--- src/rtl/core/sll_pkg.sv ---
// shared types, character codes, token codes and keyword table for the stack language lexer
// used by sll_ctrl, sll_dpath and stack_language_lexer; no dependencies
package sll_pkg;

	// longest token text held in the text store
	localparam int MAX_TOKEN_CHARS = 32;
	localparam int LEN_W = $clog2(MAX_TOKEN_CHARS + 1);
	localparam int IDX_W = $clog2(MAX_TOKEN_CHARS);

	// input and result beats
	typedef struct packed {
		logic [7:0] char_code;
		logic       is_end;
	} lex_in_t;

	typedef struct packed {
		logic        has_token;
		logic [4:0]  token_type;
		logic [7:0]  text_char;
		logic [31:0] number_value;
		logic [2:0]  error_code;
		logic        last;
	} lex_out_t;

	typedef enum logic [2:0] {
		ERR_NONE     = 3'd0,
		ERR_STR_CHAR = 3'd1,
		ERR_FLOAT    = 3'd2,
		ERR_UNKNOWN  = 3'd3,
		ERR_TOO_LONG = 3'd4,
		ERR_UNTERM   = 3'd5
	} err_code_t;

	typedef enum logic [1:0] {
		FK_WORD   = 2'd0,
		FK_NUMBER = 2'd1,
		FK_STRING = 2'd2
	} flush_kind_t;

	// token type codes
	localparam logic [4:0] TT_NONE   = 5'd0;
	localparam logic [4:0] TT_NUMBER = 5'd3;
	localparam logic [4:0] TT_STRING = 5'd5;
	localparam logic [4:0] TT_WORD   = 5'd30;

	// character codes
	localparam logic [7:0] CH_TAB     = 8'h09;
	localparam logic [7:0] CH_NL      = 8'h0a;
	localparam logic [7:0] CH_CR      = 8'h0d;
	localparam logic [7:0] CH_SPACE   = 8'h20;
	localparam logic [7:0] CH_QUOTE   = 8'h22;
	localparam logic [7:0] CH_PERCENT = 8'h25;
	localparam logic [7:0] CH_DOT     = 8'h2e;
	localparam logic [7:0] CH_BSLASH  = 8'h5c;

	// controller to datapath commands
	typedef struct packed {
		logic        clear;
		logic        append;
		logic        add_digit;
		logic        kw_track;
		logic [7:0]  ch;
		logic        flush;
		flush_kind_t kind;
		logic        emit_beat;
		logic        single;
		logic        s_has;
		logic [4:0]  s_type;
		err_code_t   s_err;
	} sll_cmd_t;

	// datapath to controller status
	typedef struct packed {
		logic len_full;
		logic len_zero;
		logic emit_last;
		logic out_free;
	} sll_sts_t;

	// alphanumeric keywords only; text right-justified, codes as in the language
	localparam int KW_N = 18;
	localparam int KW_IDX_W = $clog2(KW_N);

	localparam logic [55:0] KW_TEXT [KW_N] = '{
		56'("EOF"), 56'("NEWLINE"), 56'("NUMBER"), 56'("VAR"), 56'("STRING"),
		56'("DUP"), 56'("POP"), 56'("SWP"), 56'("OVR"), 56'("ROT"),
		56'("AND"), 56'("ORR"), 56'("INV"), 56'("DGT"), 56'("LTR"),
		56'("STK"), 56'("RTN"), 56'("BYE")
	};

	localparam logic [2:0] KW_LEN [KW_N] = '{
		3'd3, 3'd7, 3'd6, 3'd3, 3'd6, 3'd3, 3'd3, 3'd3, 3'd3, 3'd3,
		3'd3, 3'd3, 3'd3, 3'd3, 3'd3, 3'd3, 3'd3, 3'd3
	};

	localparam logic [4:0] KW_CODE [KW_N] = '{
		5'd1, 5'd2, 5'd3, 5'd4, 5'd5, 5'd6, 5'd7, 5'd8, 5'd9, 5'd10,
		5'd20, 5'd21, 5'd22, 5'd23, 5'd24, 5'd25, 5'd26, 5'd28
	};

	// character p of keyword k, p below the keyword length
	function automatic logic [7:0] kw_char(input logic [KW_IDX_W-1:0] k, input logic [2:0] p);
		logic [55:0] t;
		t = KW_TEXT[k] >> {3'(KW_LEN[k] - 3'd1 - p), 3'b000};
		return t[7:0];
	endfunction

	// single-character operators, TT_NONE when not an operator
	function automatic logic [4:0] op_type(input logic [7:0] c);
		logic [4:0] t;
		unique case (c)
			8'h2b:   t = 5'd11; // plus
			8'h2d:   t = 5'd12; // minus
			8'h2a:   t = 5'd13; // star
			8'h2f:   t = 5'd14; // slash
			8'h25:   t = 5'd15; // percent
			8'h3d:   t = 5'd16; // equals
			8'h21:   t = 5'd17; // bang
			8'h3e:   t = 5'd18; // greater
			8'h3c:   t = 5'd19; // less
			8'h3a:   t = 5'd27; // colon
			default: t = TT_NONE;
		endcase
		return t;
	endfunction

	function automatic logic is_alpha(input logic [7:0] c);
		return (c >= 8'h41 && c <= 8'h5a) || (c >= 8'h61 && c <= 8'h7a);
	endfunction

	function automatic logic is_digit(input logic [7:0] c);
		return c >= 8'h30 && c <= 8'h39;
	endfunction

	function automatic logic [7:0] to_upper(input logic [7:0] c);
		return (c >= 8'h61 && c <= 8'h7a) ? c - 8'd32 : c;
	endfunction

endpackage

--- src/rtl/core/sll_dpath.sv ---
// lexer datapath: text store, length, number accumulator, keyword match, result register
// depends on sll_pkg; driven by sll_ctrl commands
module sll_dpath (
	input  logic              clk,
	input  logic              arst_n,
	input  sll_pkg::sll_cmd_t cmd,
	output sll_pkg::sll_sts_t sts,
	output logic              tok_valid,
	input  logic              tok_ready,
	output sll_pkg::lex_out_t tok_beat
);
	import sll_pkg::*;

	logic [7:0]       text_mem [MAX_TOKEN_CHARS];
	logic [7:0]       rdata_q;
	logic             rd_en;
	logic [IDX_W-1:0] rd_addr;

	logic [LEN_W-1:0] len_q, len_d, base_len, emit_cnt_q, emit_nxt;
	logic [31:0]      acc_q, acc_d, base_acc;
	logic [35:0]      acc_sum;
	logic [KW_N-1:0]  match_q, match_d;
	logic [4:0]       kw_type, emit_type_q;
	logic             emit_num_q;
	logic             out_valid_q, out_free, emit_last;
	lex_out_t         out_q;

	assign out_free  = !out_valid_q || tok_ready;
	assign emit_nxt  = emit_cnt_q + LEN_W'(1);
	assign emit_last = (emit_nxt == len_q);

	assign sts.len_full  = (len_q == LEN_W'(MAX_TOKEN_CHARS));
	assign sts.len_zero  = (len_q == '0);
	assign sts.emit_last = emit_last;
	assign sts.out_free  = out_free;

	// token bookkeeping, clear and first append may come together
	always_comb begin
		base_len = cmd.clear ? '0 : len_q;
		base_acc = cmd.clear ? '0 : acc_q;
		len_d    = base_len;
		if (cmd.append)
			len_d = base_len + LEN_W'(1);
		acc_sum = ({4'b0, base_acc} << 3) + ({4'b0, base_acc} << 1) + 36'(cmd.ch[3:0]);
		acc_d   = base_acc;
		if (cmd.add_digit)
			acc_d = (acc_sum > 36'hffff_ffff) ? 32'hffff_ffff : acc_sum[31:0];
		for (int k = 0; k < KW_N; k++) begin
			match_d[k] = cmd.clear ? 1'b1 : match_q[k];
			if (cmd.kw_track)
				match_d[k] = match_d[k] && (base_len < LEN_W'(KW_LEN[KW_IDX_W'(k)]))
					&& (kw_char(KW_IDX_W'(k), base_len[2:0]) == cmd.ch);
		end
	end

	// first keyword whose text matches over the full word length
	always_comb begin
		kw_type = TT_WORD;
		for (int k = KW_N - 1; k >= 0; k--)
			if (match_q[k] && len_q == LEN_W'(KW_LEN[KW_IDX_W'(k)]))
				kw_type = KW_CODE[KW_IDX_W'(k)];
	end

	always_ff @(posedge clk or negedge arst_n) begin
		if (!arst_n) begin
			len_q   <= '0;
			acc_q   <= '0;
			match_q <= '0;
		end else begin
			len_q   <= len_d;
			acc_q   <= acc_d;
			if (cmd.clear || cmd.kw_track)
				match_q <= match_d;
		end
	end

	// text store, one write and one registered read per cycle
	always_ff @(posedge clk) begin
		if (cmd.append)
			text_mem[base_len[IDX_W-1:0]] <= cmd.ch;
	end

	assign rd_en   = cmd.flush || cmd.emit_beat;
	assign rd_addr = cmd.flush ? '0 : emit_nxt[IDX_W-1:0];

	always_ff @(posedge clk) begin
		if (rd_en)
			rdata_q <= text_mem[rd_addr];
	end

	always_ff @(posedge clk or negedge arst_n) begin
		if (!arst_n) begin
			emit_cnt_q <= '0;
		end else if (cmd.flush) begin
			emit_cnt_q <= '0;
		end else if (cmd.emit_beat) begin
			emit_cnt_q <= emit_nxt;
		end
	end

	always_ff @(posedge clk) begin
		if (cmd.flush) begin
			case (cmd.kind)
				FK_WORD:   emit_type_q <= kw_type;
				FK_NUMBER: emit_type_q <= TT_NUMBER;
				default:   emit_type_q <= TT_STRING;
			endcase
			emit_num_q <= (cmd.kind == FK_NUMBER);
		end
	end

	// result register
	always_ff @(posedge clk or negedge arst_n) begin
		if (!arst_n) begin
			out_valid_q <= 1'b0;
		end else if (cmd.single || cmd.emit_beat) begin
			out_valid_q <= 1'b1;
		end else if (tok_ready) begin
			out_valid_q <= 1'b0;
		end
	end

	always_ff @(posedge clk) begin
		if (cmd.emit_beat) begin
			out_q.has_token    <= 1'b1;
			out_q.token_type   <= emit_type_q;
			out_q.text_char    <= rdata_q;
			out_q.number_value <= emit_num_q ? acc_q : 32'd0;
			out_q.error_code   <= ERR_NONE;
			out_q.last         <= emit_last;
		end else if (cmd.single) begin
			out_q.has_token    <= cmd.s_has;
			out_q.token_type   <= cmd.s_type;
			out_q.text_char    <= cmd.s_has ? cmd.ch : 8'd0;
			out_q.number_value <= 32'd0;
			out_q.error_code   <= cmd.s_err;
			out_q.last         <= 1'b1;
		end
	end

	assign tok_valid = out_valid_q;
	assign tok_beat  = out_q;

endmodule

--- src/rtl/core/sll_ctrl.sv ---
// lexer controller: lexing mode, beat sequencing, byte decode into datapath commands
// depends on sll_pkg; pairs with sll_dpath
module sll_ctrl (
	input  logic              clk,
	input  logic              arst_n,
	input  logic              char_valid,
	output logic              char_ready,
	input  sll_pkg::lex_in_t  char_beat,
	input  sll_pkg::sll_sts_t sts,
	output sll_pkg::sll_cmd_t cmd
);
	import sll_pkg::*;

	typedef enum logic [2:0] {
		SQ_ACCEPT = 3'b001,
		SQ_EMIT   = 3'b010,
		SQ_REPLAY = 3'b100
	} seq_t;

	typedef enum logic [4:0] {
		MODE_IDLE    = 5'b00001,
		MODE_STRING  = 5'b00010,
		MODE_WORD    = 5'b00100,
		MODE_NUMBER  = 5'b01000,
		MODE_STOPPED = 5'b10000
	} mode_t;

	seq_t       seq_q, seq_d;
	mode_t      mode_q, mode_d;
	logic       replay_q, replay_d;
	logic [7:0] byte_q, byte_d;
	logic       act, end_flag;
	logic [7:0] c;
	logic [4:0] op;

	assign char_ready = (seq_q == SQ_ACCEPT) && sts.out_free;

	always_comb begin
		cmd      = '0;
		seq_d    = seq_q;
		mode_d   = mode_q;
		replay_d = replay_q;
		byte_d   = byte_q;
		act      = 1'b0;
		end_flag = 1'b0;
		c        = char_beat.char_code;

		unique case (seq_q)
			SQ_ACCEPT: begin
				act      = char_valid && sts.out_free;
				end_flag = char_beat.is_end;
			end
			SQ_REPLAY: begin
				act = sts.out_free;
				c   = byte_q;
			end
			SQ_EMIT: begin
				if (sts.out_free) begin
					cmd.emit_beat = 1'b1;
					if (sts.emit_last)
						seq_d = replay_q ? SQ_REPLAY : SQ_ACCEPT;
				end
			end
			default: seq_d = SQ_ACCEPT;
		endcase

		op     = op_type(c);
		cmd.ch = c;

		if (act) begin
			if (seq_q == SQ_REPLAY)
				seq_d = SQ_ACCEPT;
			if (end_flag) begin
				mode_d = MODE_IDLE;
				unique case (mode_q) inside
					MODE_STRING: begin
						cmd.single = 1'b1;
						cmd.s_err  = ERR_UNTERM;
					end
					MODE_WORD, MODE_NUMBER: begin
						cmd.flush = 1'b1;
						cmd.kind  = (mode_q == MODE_WORD) ? FK_WORD : FK_NUMBER;
						seq_d     = SQ_EMIT;
						replay_d  = 1'b0;
					end
					default: ;
				endcase
			end else begin
				unique case (mode_q)
					MODE_IDLE: begin
						if (c == CH_SPACE || c == CH_NL) begin
						end else if (op != TT_NONE) begin
							cmd.single = 1'b1;
							cmd.s_has  = 1'b1;
							cmd.s_type = op;
						end else if (c == CH_QUOTE) begin
							cmd.clear = 1'b1;
							mode_d    = MODE_STRING;
						end else if (is_alpha(c)) begin
							cmd.clear    = 1'b1;
							cmd.append   = 1'b1;
							cmd.kw_track = 1'b1;
							cmd.ch       = to_upper(c);
							mode_d       = MODE_WORD;
						end else if (is_digit(c)) begin
							cmd.clear     = 1'b1;
							cmd.append    = 1'b1;
							cmd.add_digit = 1'b1;
							mode_d        = MODE_NUMBER;
						end else begin
							cmd.single = 1'b1;
							cmd.s_err  = ERR_UNKNOWN;
						end
					end
					MODE_STRING: begin
						if (c == CH_QUOTE) begin
							mode_d = MODE_IDLE;
							if (sts.len_zero) begin
								// empty string: one beat without text
								cmd.single = 1'b1;
								cmd.s_type = TT_STRING;
							end else begin
								cmd.flush = 1'b1;
								cmd.kind  = FK_STRING;
								seq_d     = SQ_EMIT;
								replay_d  = 1'b0;
							end
						end else if (c == CH_NL || c == CH_TAB || c == CH_CR ||
								c == CH_BSLASH || c == CH_PERCENT) begin
							cmd.single = 1'b1;
							cmd.s_err  = ERR_STR_CHAR;
							cmd.clear  = 1'b1;
							mode_d     = MODE_STOPPED;
						end else if (sts.len_full) begin
							cmd.single = 1'b1;
							cmd.s_err  = ERR_TOO_LONG;
							cmd.clear  = 1'b1;
							mode_d     = MODE_STOPPED;
						end else begin
							cmd.append = 1'b1;
						end
					end
					MODE_WORD: begin
						if (is_alpha(c) || is_digit(c)) begin
							if (sts.len_full) begin
								cmd.single = 1'b1;
								cmd.s_err  = ERR_TOO_LONG;
								cmd.clear  = 1'b1;
								mode_d     = MODE_STOPPED;
							end else begin
								cmd.append   = 1'b1;
								cmd.kw_track = 1'b1;
								cmd.ch       = to_upper(c);
							end
						end else begin
							// word ends here, its terminator runs again in idle mode
							cmd.flush = 1'b1;
							cmd.kind  = FK_WORD;
							seq_d     = SQ_EMIT;
							replay_d  = 1'b1;
							byte_d    = c;
							mode_d    = MODE_IDLE;
						end
					end
					MODE_NUMBER: begin
						if (is_digit(c)) begin
							if (sts.len_full) begin
								cmd.single = 1'b1;
								cmd.s_err  = ERR_TOO_LONG;
								cmd.clear  = 1'b1;
								mode_d     = MODE_STOPPED;
							end else begin
								cmd.append    = 1'b1;
								cmd.add_digit = 1'b1;
							end
						end else if (c == CH_DOT) begin
							cmd.single = 1'b1;
							cmd.s_err  = ERR_FLOAT;
							cmd.clear  = 1'b1;
							mode_d     = MODE_STOPPED;
						end else begin
							cmd.flush = 1'b1;
							cmd.kind  = FK_NUMBER;
							seq_d     = SQ_EMIT;
							replay_d  = 1'b1;
							byte_d    = c;
							mode_d    = MODE_IDLE;
						end
					end
					default: ;
				endcase
			end
		end
	end

	always_ff @(posedge clk or negedge arst_n) begin
		if (!arst_n) begin
			seq_q    <= SQ_ACCEPT;
			mode_q   <= MODE_IDLE;
			replay_q <= 1'b0;
		end else begin
			seq_q    <= seq_d;
			mode_q   <= mode_d;
			replay_q <= replay_d;
		end
	end

	always_ff @(posedge clk) begin
		byte_q <= byte_d;
	end

endmodule

--- src/rtl/core/stack_language_lexer.sv ---
// stack language lexer, top level: controller plus datapath
// depends on sll_pkg, sll_ctrl, sll_dpath
//
// usage
//   char channel (char_valid/char_ready/char_beat): one source byte per beat,
//   or an end beat with is_end set that flushes a pending word or number,
//   reports an open string and clears the stopped condition
//   tok channel (tok_valid/tok_ready/tok_beat): result beats; token text goes
//   out one character per beat with last on the final one, errors are single
//   beats with last set
// timing and throughput
//   a byte that makes at most one result is taken when the output is free; its result shows
//   in the output register the cycle after it is taken
//   a byte that finishes a word, number or string starts a flush that reads the
//   first character; the text goes out one character per beat, then the terminating
//   byte of a word or number runs again in idle mode; the text store has one read
//   port and the result register takes one character per cycle when free
// reset
//   arst_n clears the lexing mode to idle, the token length and accumulator,
//   and empties the output register; the text store is not cleared
// stalls
//   while a result is held with tok_ready low, char_ready stays low, as it
//   does while token text goes out or a terminator is run again; nothing is dropped
module stack_language_lexer (
	input  logic              clk,
	input  logic              arst_n,
	input  logic              char_valid,
	output logic              char_ready,
	input  sll_pkg::lex_in_t  char_beat,
	output logic              tok_valid,
	input  logic              tok_ready,
	output sll_pkg::lex_out_t tok_beat
);
	import sll_pkg::*;

	sll_cmd_t cmd;
	sll_sts_t sts;

	// decode and sequencing
	sll_ctrl u_ctrl (
		.clk        (clk),
		.arst_n     (arst_n),
		.char_valid (char_valid),
		.char_ready (char_ready),
		.char_beat  (char_beat),
		.sts        (sts),
		.cmd        (cmd)
	);

	// token storage and result register
	sll_dpath u_dpath (
		.clk       (clk),
		.arst_n    (arst_n),
		.cmd       (cmd),
		.sts       (sts),
		.tok_valid (tok_valid),
		.tok_ready (tok_ready),
		.tok_beat  (tok_beat)
	);

endmodule

--- config.mk ---
export PLATFORM = sky130hd
export DESIGN_NAME = stack_language_lexer
export DESIGN_NICKNAME = d
export VERILOG_FILES = /design/src/rtl/core/sll_pkg.sv /design/src/rtl/core/sll_dpath.sv /design/src/rtl/core/sll_ctrl.sv /design/src/rtl/core/stack_language_lexer.sv
export SDC_FILE = /design/constraint.sdc
export NUM_CORES = 1
export LEC_CHECK = 0
export BUFFER_PORTS_ARGS = -buffer_cell sky130_fd_sc_hd__buf_2
export CORE_MARGIN = 2
export CORE_UTILIZATION = 55
export CTS_CLUSTER_DIAMETER = 60
export DETAILED_ROUTE_END_ITERATION = 8
export PLACE_DENSITY = 0.69
export SYNTH_ARGS = -nofsm -noshare
export SYNTH_HDL_FRONTEND = slang
export SYNTH_SLANG_ARGS = --single-unit
--- constraint.sdc ---
create_clock -name clk -period 7.2 [get_ports clk]
set_clock_uncertainty 0.05 [all_clocks]
set_input_delay 0.36 -clock clk [delete_from_list [all_inputs] [get_ports clk]]
set_output_delay 0.36 -clock clk [all_outputs]
set_load 0.01 [all_outputs]
==> impl_metrics.yaml, run 1 <==
worst_setup_path:
  path_class: "reg -> reg"
  reg2reg_to: "u_dpath.acc_q[16]"
  worstPathRequired_ps: 7590
  r2r_cells: 23
  crit_path_start: "u_ctrl.seq_q[1]"
  timing.rr.start: "u_ctrl.seq_q[1]"
  crit_end: "u_dpath.acc_q[16]"
  cp_max_fo: 33
  start_kind: "flop"
  end_kind: "flop"
  worstPathArrival_ps: 7160
  r2r_setup_slack_ps: 430
floorplanning:
  initial_core_util: 0.554
  io_pins: 65
  core_um2: 37400
  die_x_um: 198
  die_area_um2: 39200
  rows: 71
  fp.dieH_um: 198
finish:
  fin_util: 0.619
  layout_commonest_cell: "edfxtp_1"
  mostFrequentLayoutCells: "324 x edfxtp_1, 166 x nor2_1, 151 x nand2_1, 93 x a21oi_1, 93 x o21ai_0"
  syn_to_final_growth_pct: 11.7
  diodes: 0
  nFillCells: 2947
  nets: 1936
  final-seq-area_um2: 11600
  multi_input_area_um2: 8730
  drive_gt1_frac: 0.130
global_routing:
  grtUsageTotal: 0.288
  antenna_found_initial: 0
  grt_overflow: 0
  grt_pass1_wl_um: 86100
  grt_max_degree: 71
  grt_pass1_vias: 14900
clock_tree:
  postCtsSetupBuffers: 0
  cts.clk_slew.worst_paths_ps: 60
  cts_sinks: 398
  h-tree-depth: 2
  cts_root_buf: "clkbuf_16"
  clockBufferDepth: 3
  clk_latency_ps: 580
  cts_tree: "done"
  cts_buffers: 43
power_and_ir_drop:
  p_sw_w: 0.00277
  p_sw_frac: 0.357
  seqPwrFrac: 0.375
  p_clk_frac: 0.287
  p_per_area_nw_per_um2: 335
  pwr-share-comb: 0.338
  leakage_nw: 8.66
  p_int_w: 0.00498
  vdd_ir_drop_max_mv: 0.204
timing:
  fin_crit_ps: 6770
  max_freq_mhz: 148
  drv_slew: 0
  layout_setup_ws_ps: 429
  relSlewSlack: 0.162
  fin_crit_sh: 0.940
  finalHoldViolCount: 0
  rsz0062_at_grt: "no"
  worst_slew_pin_slew_ps: 1260
  setup_viol: 0
logic_synthesis:
  synthTopCellsByArea: "edfxtp_1 47%, dfrtp_1 8.2%, ha_1 4.6%, nor2_1 3.0%, nand2_1 2.8%"
  ys_types: 98
  synth_cells: 1795
  synth_area_leader_cell: "edfxtp_1"
  ys_seq_elements: 398
  async_reset_ff_frac: 0.176
  synth_seq_area_share: 0.558
  synth_area_um2: 20700
  synth_edf_count: 324
  syn_nets: 1886
  ys_warn_count: 0
  syn_area_per_cell_um2: 11.5
  synth_ff_type: "edfxtp_1"
  synth_top_cell_area_share: 0.469
routing:
  avgRoutedWirePerCell_um: 23.3
  dr.first_iter.drc_count: 1671
  via_count: 15200
  routed_wl_um: 55600
  dr.pass1.iters: 7
  vias_per_cell: 6.37
  drc: 0
  drtAntennaViolNets: 0
placement:
  dp_hpwl_um: 36700
  io_buffers: 64
  pre_cts_slack_ps: -141
  gp_congestion: 0.930
status:
  status: "completed"
min_path:
  hold_path.class: "in -> reg"
flow_run:
  cap_violations: 0
[area by class of cell]
class / instances / share of cell area
clock buffer: 54 / 0.0496
clock inverter: 26 / 0.0117
sequential: 398 / 0.500
multi-input combinational: 1259 / 0.377
timing repair buffer: 104 / 0.0275
tap: 511 / 0.0276
inverter: 39 / 0.00643
[power groups by stage]
| stage | sequential, W | clock (W) | combinational (W) |
|---|---|---|---|
| after floorplan | 0.00292 | 0 | 0.00177 |
| after global placement | 0.00294 | 0 | 0.00253 |
| after detailed placement | 0.00295 | 0 | 0.00257 |
| after CTS | 0.00290 | 0.00225 | 0.00260 |
| after global routing | 0.00293 | 0.00234 | 0.00284 |
| final | 0.00291 | 0.00222 | 0.00262 |
[cell usage after synthesis (14+ instances only)]
library cell and instances:
mux4_2 19, nand3_1 41, a21oi_1 93, a211oi_1 17
nor2_1 167, a2bb2oi_1 31, clkbuf_1 77, dfrtp_1 68
and2_1 32, nand2_1 152, xor2_1 23, mux2i_1 28
and3_1 48, a21o_1 27, edfxtp_1 324, nor2b_1 14
ha_1 77, nor3_1 32, a31oi_1 19, o22ai_1 28
inv_1 32, o21ai_0 93, xnor2_1 58
[how the worst min path moves through the flow]
| stage | startpoint | to | slack, ps | cells after the start |
|---|---|---|---|---|
| after floorplan | arst_n | u_ctrl.mode_q[1] | 10 | 0 |
| after global placement | u_dpath.tok_beat[2] | u_dpath.tok_beat[2] | 410 | 2 |
| after detailed placement | u_dpath.tok_beat[3] | u_dpath.tok_beat[3] | 420 | 2 |
| after CTS | tok_ready | u_ctrl.seq_q[2] | 180 | 3 |
| after global routing | tok_ready | u_ctrl.seq_q[2] | 200 | 3 |
| final | tok_ready | u_ctrl.seq_q[2] | 200 | 3 |
[critical path, cell delays in order, from the launching register on]
cell       delay [ps]
dfrtp_1           470
nor3b_4           310
mux2i_1           290
inv_1             170
ha_1              280
and3_1            190
o311ai_2          410
a21o_1            240
a31oi_1           160
o31ai_4           380
buf_6             280
and2_1            230
ha_1              250
ha_1              370
nand2_1            70
o21ai_0           320
o22ai_1           240
a31oi_2           360
a21oi_1           160
o21ai_0           420
o21ai_0           240
nor4_4            320
buf_8             270
a2bb2oi_1         120
[cell families (layout without fill, tap and decap cells)]
family,count (synthesis),in the layout,share of synthesized area
flip-flops,398,398,0.558
XOR/XNOR,81,81,0.0342
AND/OR/NAND/NOR,585,585,0.140
adder cells (fa/ha/maj),78,78,0.0475
buffers and inverters,138,223,0.0270
multiplexers,61,61,0.0436
AO/OA/AOI/OAI,454,454,0.150
[sequential cells by signal, indices dropped and copies added (netlist names), 3 cells and up]
name / cells
u_ctrl.mode_q: 5
u_dpath.emit_cnt_q: 6
u_ctrl.seq_q: 3
u_dpath.acc_q: 32
u_dpath.emit_type_q: 5
u_dpath.len_q: 6
u_dpath.match_q: 16
u_dpath.text_mem: 256
u_ctrl.byte_q: 8
u_dpath.tok_beat: 50
u_dpath.rdata_q: 8
[per-stage QoR]
step | power (W) | TNS (ps) | instance area [um^2] | hold WS [ps] | cells
3_5_place_dp | 0.00551 | -3580 | 21600 | 423 | 2310
3_3_place_gp | 0.00548 | 0 | 21600 | 408 | 2310
5_1_grt | 0.00811 | 0 | 23100 | 204 | 2391
6_report | 0.00775 | 0 | 23100 | 197 | 2391
2_1_floorplan | 0.00469 | 0 | 20700 | 14.4 | 1795
4_1_cts | 0.00774 | 0 | 23100 | 183 | 2391
[per-layer routing]
| metal | GRT usage | wire length, um | vias up |
|---|---|---|---|
| met5 | 0 | 0 | - |
| met4 | 0.125 | 2240 | 0 |
| met3 | 0.0446 | 3660 | 136 |
| met2 | 0.465 | 26300 | 631 |
| met1 | 0.389 | 23400 | 7497 |
| li1 | - | - | 6956 |
[repair_timing]
| item | 4_1_cts | 5_1_grt |
|---|---|---|
| hold buffers | 1 | 0 |
| endpoints found under the setup margin | 32 | 32 |
| endpoints found under the hold margin | 68 | 0 |
| resized for setup | 2 | 10 |
(Power assumes the default switching activity.)
==> run 2, diff against run 1 <==
clock period = 7 ns   (was 7.2 ns; I/O delays follow)
==> impl_metrics.yaml, run 2 (same netlist as run 1, synthesis figures left out) <==
min_path:
  hold_path.class: "in -> reg"
finish:
  nets: 1948
  largest_reg_flops: 256
  mostFrequentLayoutCells: "324 x edfxtp_1, 165 x nor2_1, 151 x nand2_1, 93 x a21oi_1, 91 x o21ai_0"
  syn_to_final_growth_pct: 13.0
  diodes: 0
  fin_area_um2: 23400
  drive_gt1_frac: 0.141
  nFillCells: 2957
  layout_commonest_cell: "edfxtp_1"
global_routing:
  grtUsageTotal: 0.296
  grt_max_degree: 71
  grt_pass1_vias: 15300
  grt_overflow: 0
  grt_pass1_wl_um: 88700
  antenna_found_initial: 0
floorplanning:
  io_pins: 65
  fp.dieH_um: 198
  rows: 71
  die_area_um2: 39200
  die_x_um: 198
  initial_core_util: 0.554
  core_um2: 37400
clock_tree:
  cts_root_buf: "clkbuf_16"
  h-tree-depth: 2
  clockBufferDepth: 3
  cts_tree: "done"
  cts.clk_slew.worst_paths_ps: 60
  cts_sinks: 398
  clk_latency_ps: 580
  cts_buffers: 44
worst_setup_path:
  cp_max_fo: 32
  worstPathArrival_ps: 7060
  end_kind: "flop"
  worstPathRequired_ps: 7400
  path_class: "reg -> reg"
  r2r_setup_slack_ps: 340
  start_kind: "flop"
power_and_ir_drop:
  leakage_nw: 8.82
  total_power_w: 0.00824
  vdd_ir_drop_max_mv: 0.267
  p_per_area_nw_per_um2: 352
timing:
  max_freq_mhz: 150
  drv_slew: 0
  finalHoldViolCount: 0
  setup_viol: 0
  whs_ps: 181
  worst_slew_pin_slew_ps: 1230
  fin_crit_ps: 6660
  fin_crit_sh: 0.951
  relSlewSlack: 0.178
routing:
  vias_per_cell: 6.36
  via_count: 15300
  drtAntennaViolNets: 0
  avgRoutedWirePerCell_um: 23.7
  dr.pass1.iters: 6
  drc: 0
  routed_wl_um: 57000
  dr.first_iter.drc_count: 1545
placement:
  dp_hpwl_um: 37800
  gp_congestion: 0.960
  place_area_um2: 21700
  io_buffers: 64
status:
  status: "completed"
flow_run:
  cap_violations: 0
-- run 2: final cells by class --
type / count / area, um^2 / share of cell area
clock buffers: 54 / 1200 / 0.0512
flip-flops and latches: 398 / 11600 / 0.494
well taps: 511 / 639 / 0.0273
repair buffers: 115 / 728 / 0.0311
multi-input cells: 1259 / 8740 / 0.373
clock inverters: 28 / 404 / 0.0173
inverters: 39 / 149 / 0.00636
-- run 2: routing by layer --
layer	global-route usage	share of wire	up-vias	routed length [um]
met5	0	0	-	0
met4	0.123	0.040	0	2260
met3	0.0416	0.068	136	3890
met2	0.478	0.47	658	27000
met1	0.405	0.42	7532	23900
li1	-	-	6973	-
-- run 2: worst paths after layout --
| kind | startpoint | to | depth (start not counted) |
|---|---|---|---|
| max in group asynchronous | arst_n | u_dpath.emit_cnt_q[0] | 2 |
| min in group asynchronous | arst_n | u_dpath.acc_q[20] | 2 |
| max reg2reg | u_ctrl.seq_q[1] | u_dpath.acc_q[29] | 24 |
| max | u_ctrl.seq_q[1] | u_dpath.acc_q[29] | 24 |
| min reg2reg | u_dpath.tok_beat[3] | u_dpath.tok_beat[3] | 2 |
| min | tok_ready | u_ctrl.seq_q[2] | 3 |
-- run 2: power by group --
part | internal (W) | switching (W) | leakage, nW
Sequential | 0.00283 | 0.000160 | 3.88
Clock | 0.00154 | 0.00101 | 0.778
Combinational | 0.000970 | 0.00173 | 4.16
-- run 2: metrics by stage --
step	setup WS [ps]	TNS [ps]	utilization	std cells
finish	341	0	0.626	2404
global route	-23.4	-31.4	0.626	2404
CTS	14.1	0	0.624	2403
detailed placement	-96.3	-2160	0.581	2320
global placement	105	0	0.581	2320
floorplan	378	0	-	1795
-- run 2: repair_timing --
| action | in CTS | in global routing |
|---|---|---|
| setup buffers | 0 | 1 |
| endpoints found under the setup margin | 32 | 32 |
| hold endpoints to repair | 68 | 0 |
| gates resized for setup | 1 | 13 |
| pin swaps | 0 | 2 |
| hold buffers | 1 | 0 |
-- run 2: critical path, cell delays in order (launching register included) --
cell	delay [ps]
dfrtp_1	460
nor3b_4	310
mux2i_2	310
inv_1	180
ha_1	270
and3_1	210
o311ai_4	350
a211oi_2	130
o21a_1	240
o31ai_4	410
buf_6	230
and2_1	220
ha_1	300
fa_1	510
a211oi_1	270
o21ai_0	150
nand4_1	200
a2111oi_4	120
o31ai_2	380
o41ai_2	150
a221oi_1	260
a41oi_1	120
nor4_4	350
buf_12	240
a31oi_1	100
==> run 3, diff against run 2 <==
BUFFER_PORTS_ARGS = default   (was -buffer_cell sky130_fd_sc_hd__buf_2)
DONT_BUFFER_PORTS = 1   (was default)
PLACE_DENSITY = 0.67   (was 0.69)
==> impl_metrics.yaml, run 3 (same netlist as run 1, synthesis figures left out) <==
flow_run:
  cap_violations: 0
timing:
  worst_slew_pin_slew_ps: 1200
  fin_crit_ps: 6640
  max_freq_mhz: 151
  finalHoldViolCount: 0
  layout_setup_ws_ps: 363
  drv_slew: 0
  rsz0062_at_grt: "no"
  setup_viol: 0
  fin_crit_sh: 0.948
  relSlewSlack: 0.200
  fin_setup_tns_ps: 0
worst_setup_path:
  cp_max_fo: 34
  path_depth: 25
  slowest_stage: "dfrtp_1"
  start_kind: "flop"
  path_class: "reg -> reg"
  critical-path-max-stage-delay_ps: 440
  crit_family: "compound AO/OA/AOI/OAI gates"
  cp_num_buf_inv: 4
  end_kind: "flop"
  worstPathArrival_ps: 7030
  r2r_cells: 25
  worstPathRequired_ps: 7390
routing:
  vias_per_cell: 6.45
  routed_wl_um: 55900
  avgRoutedWirePerCell_um: 23.9
  drtAntennaViolNets: 0
  drc: 0
  dr.first_iter.drc_count: 1465
  via_count: 15100
  dr.pass1.iters: 6
finish:
  largest_reg_flops: 256
  syn_to_final_growth_pct: 11.0
  nets: 1883
  drive_gt1_frac: 0.105
  fin_area_um2: 23000
  layout_commonest_cell: "edfxtp_1"
  mostFrequentLayoutCells: "324 x edfxtp_1, 166 x nor2_1, 151 x nand2_1, 93 x a21oi_1, 91 x o21ai_0"
floorplanning:
  io_pins: 65
  core_um2: 37400
  die_x_um: 198
  fp.dieH_um: 198
  die_area_um2: 39200
  initial_core_util: 0.554
  rows: 71
placement:
  gp_congestion: 0.955
  place_area_um2: 21400
  io_buffers: 0
  dp_hpwl_um: 37200
  pre_cts_slack_ps: 167
clock_tree:
  cts_root_buf: "clkbuf_16"
  clockBufferDepth: 3
  cts_sinks: 398
  clk_latency_ps: 590
  cts.clk_slew.worst_paths_ps: 60
  cts_tree: "done"
  cts_buffers: 43
  postCtsSetupBuffers: 0
  h-tree-depth: 2
power_and_ir_drop:
  leakage_nw: 8.52
  p_per_area_nw_per_um2: 348
  vdd_ir_drop_max_mv: 0.205
global_routing:
  grt_overflow: 0
  antenna_found_initial: 1
  grt_pass1_vias: 14600
  grtUsageTotal: 0.291
  grt_max_degree: 71
  grt_pass1_wl_um: 86400
min_path:
  worstHoldPathCells: 2
  hold_path.class: "in -> reg"
status:
  status: "completed"
[run 3: cell types whose count changed in the layout (fill, tap and decap cells not counted), moves of 3 or more]
cell	before	now
buf_2	63	0
clkinv_1	3	7
clkbuf_8	4	1
clkinv_2	7	4
inv_6	1	4
[run 3: layer usage]
layer	track usage	vias up	wire length, um
li1	-	6846	-
met5	0	-	14
met3	0.0525	94	4410
met2	0.467	640	26300
met4	0.0816	2	1190
met1	0.408	7488	24000
[run 3: repair_timing]
action	CTS	global route
hold buffers	2	0
endpoints found under the setup margin	0	33
resized for setup	0	8
hold endpoints to repair	70	0
[run 3: stage by stage]
stage / utilization / total power, W / std cells / hold WS (ps)
2_1_floorplan: - / 0.00483 / 1795 / 4.41
3_3_place_gp: 0.573 / 0.00557 / 2256 / 6.87
3_5_place_dp: 0.573 / 0.00559 / 2256 / 6.39
4_1_cts: 0.614 / 0.00803 / 2336 / 69.9
5_1_grt: 0.615 / 0.00840 / 2336 / 89.6
6_report: 0.615 / 0.00801 / 2337 / 87.0
[run 3: area by class of cell]
cell class	instances	area, um^2
fillers	2954	14400
clock inverters	28	404
diodes	1	2.50
multi-input cells	1259	8720
well taps	511	639
repair buffers	51	418
inverters	39	149
flip-flops and latches	398	11600
clock buffers	50	1110
[run 3: final timing paths]
check / from / to / slack (ps)
hold reg to reg: u_dpath.tok_beat[3] / u_dpath.tok_beat[3] / 470
min in group asynchronous: arst_n / u_dpath.acc_q[24] / 260
setup reg to reg: u_ctrl.seq_q[1] / u_dpath.acc_q[12] / 360
setup / recovery: u_ctrl.seq_q[1] / u_dpath.acc_q[12] / 360
hold / removal: tok_ready / u_ctrl.seq_q[2] / 90
max in group asynchronous: arst_n / u_ctrl.seq_q[0] / 6270
[run 3: report_power, final]
part,internal [W],switching [W]
sequential,0.00284,0.000208
combinational,0.000926,0.00162
clock,0.00145,0.000966
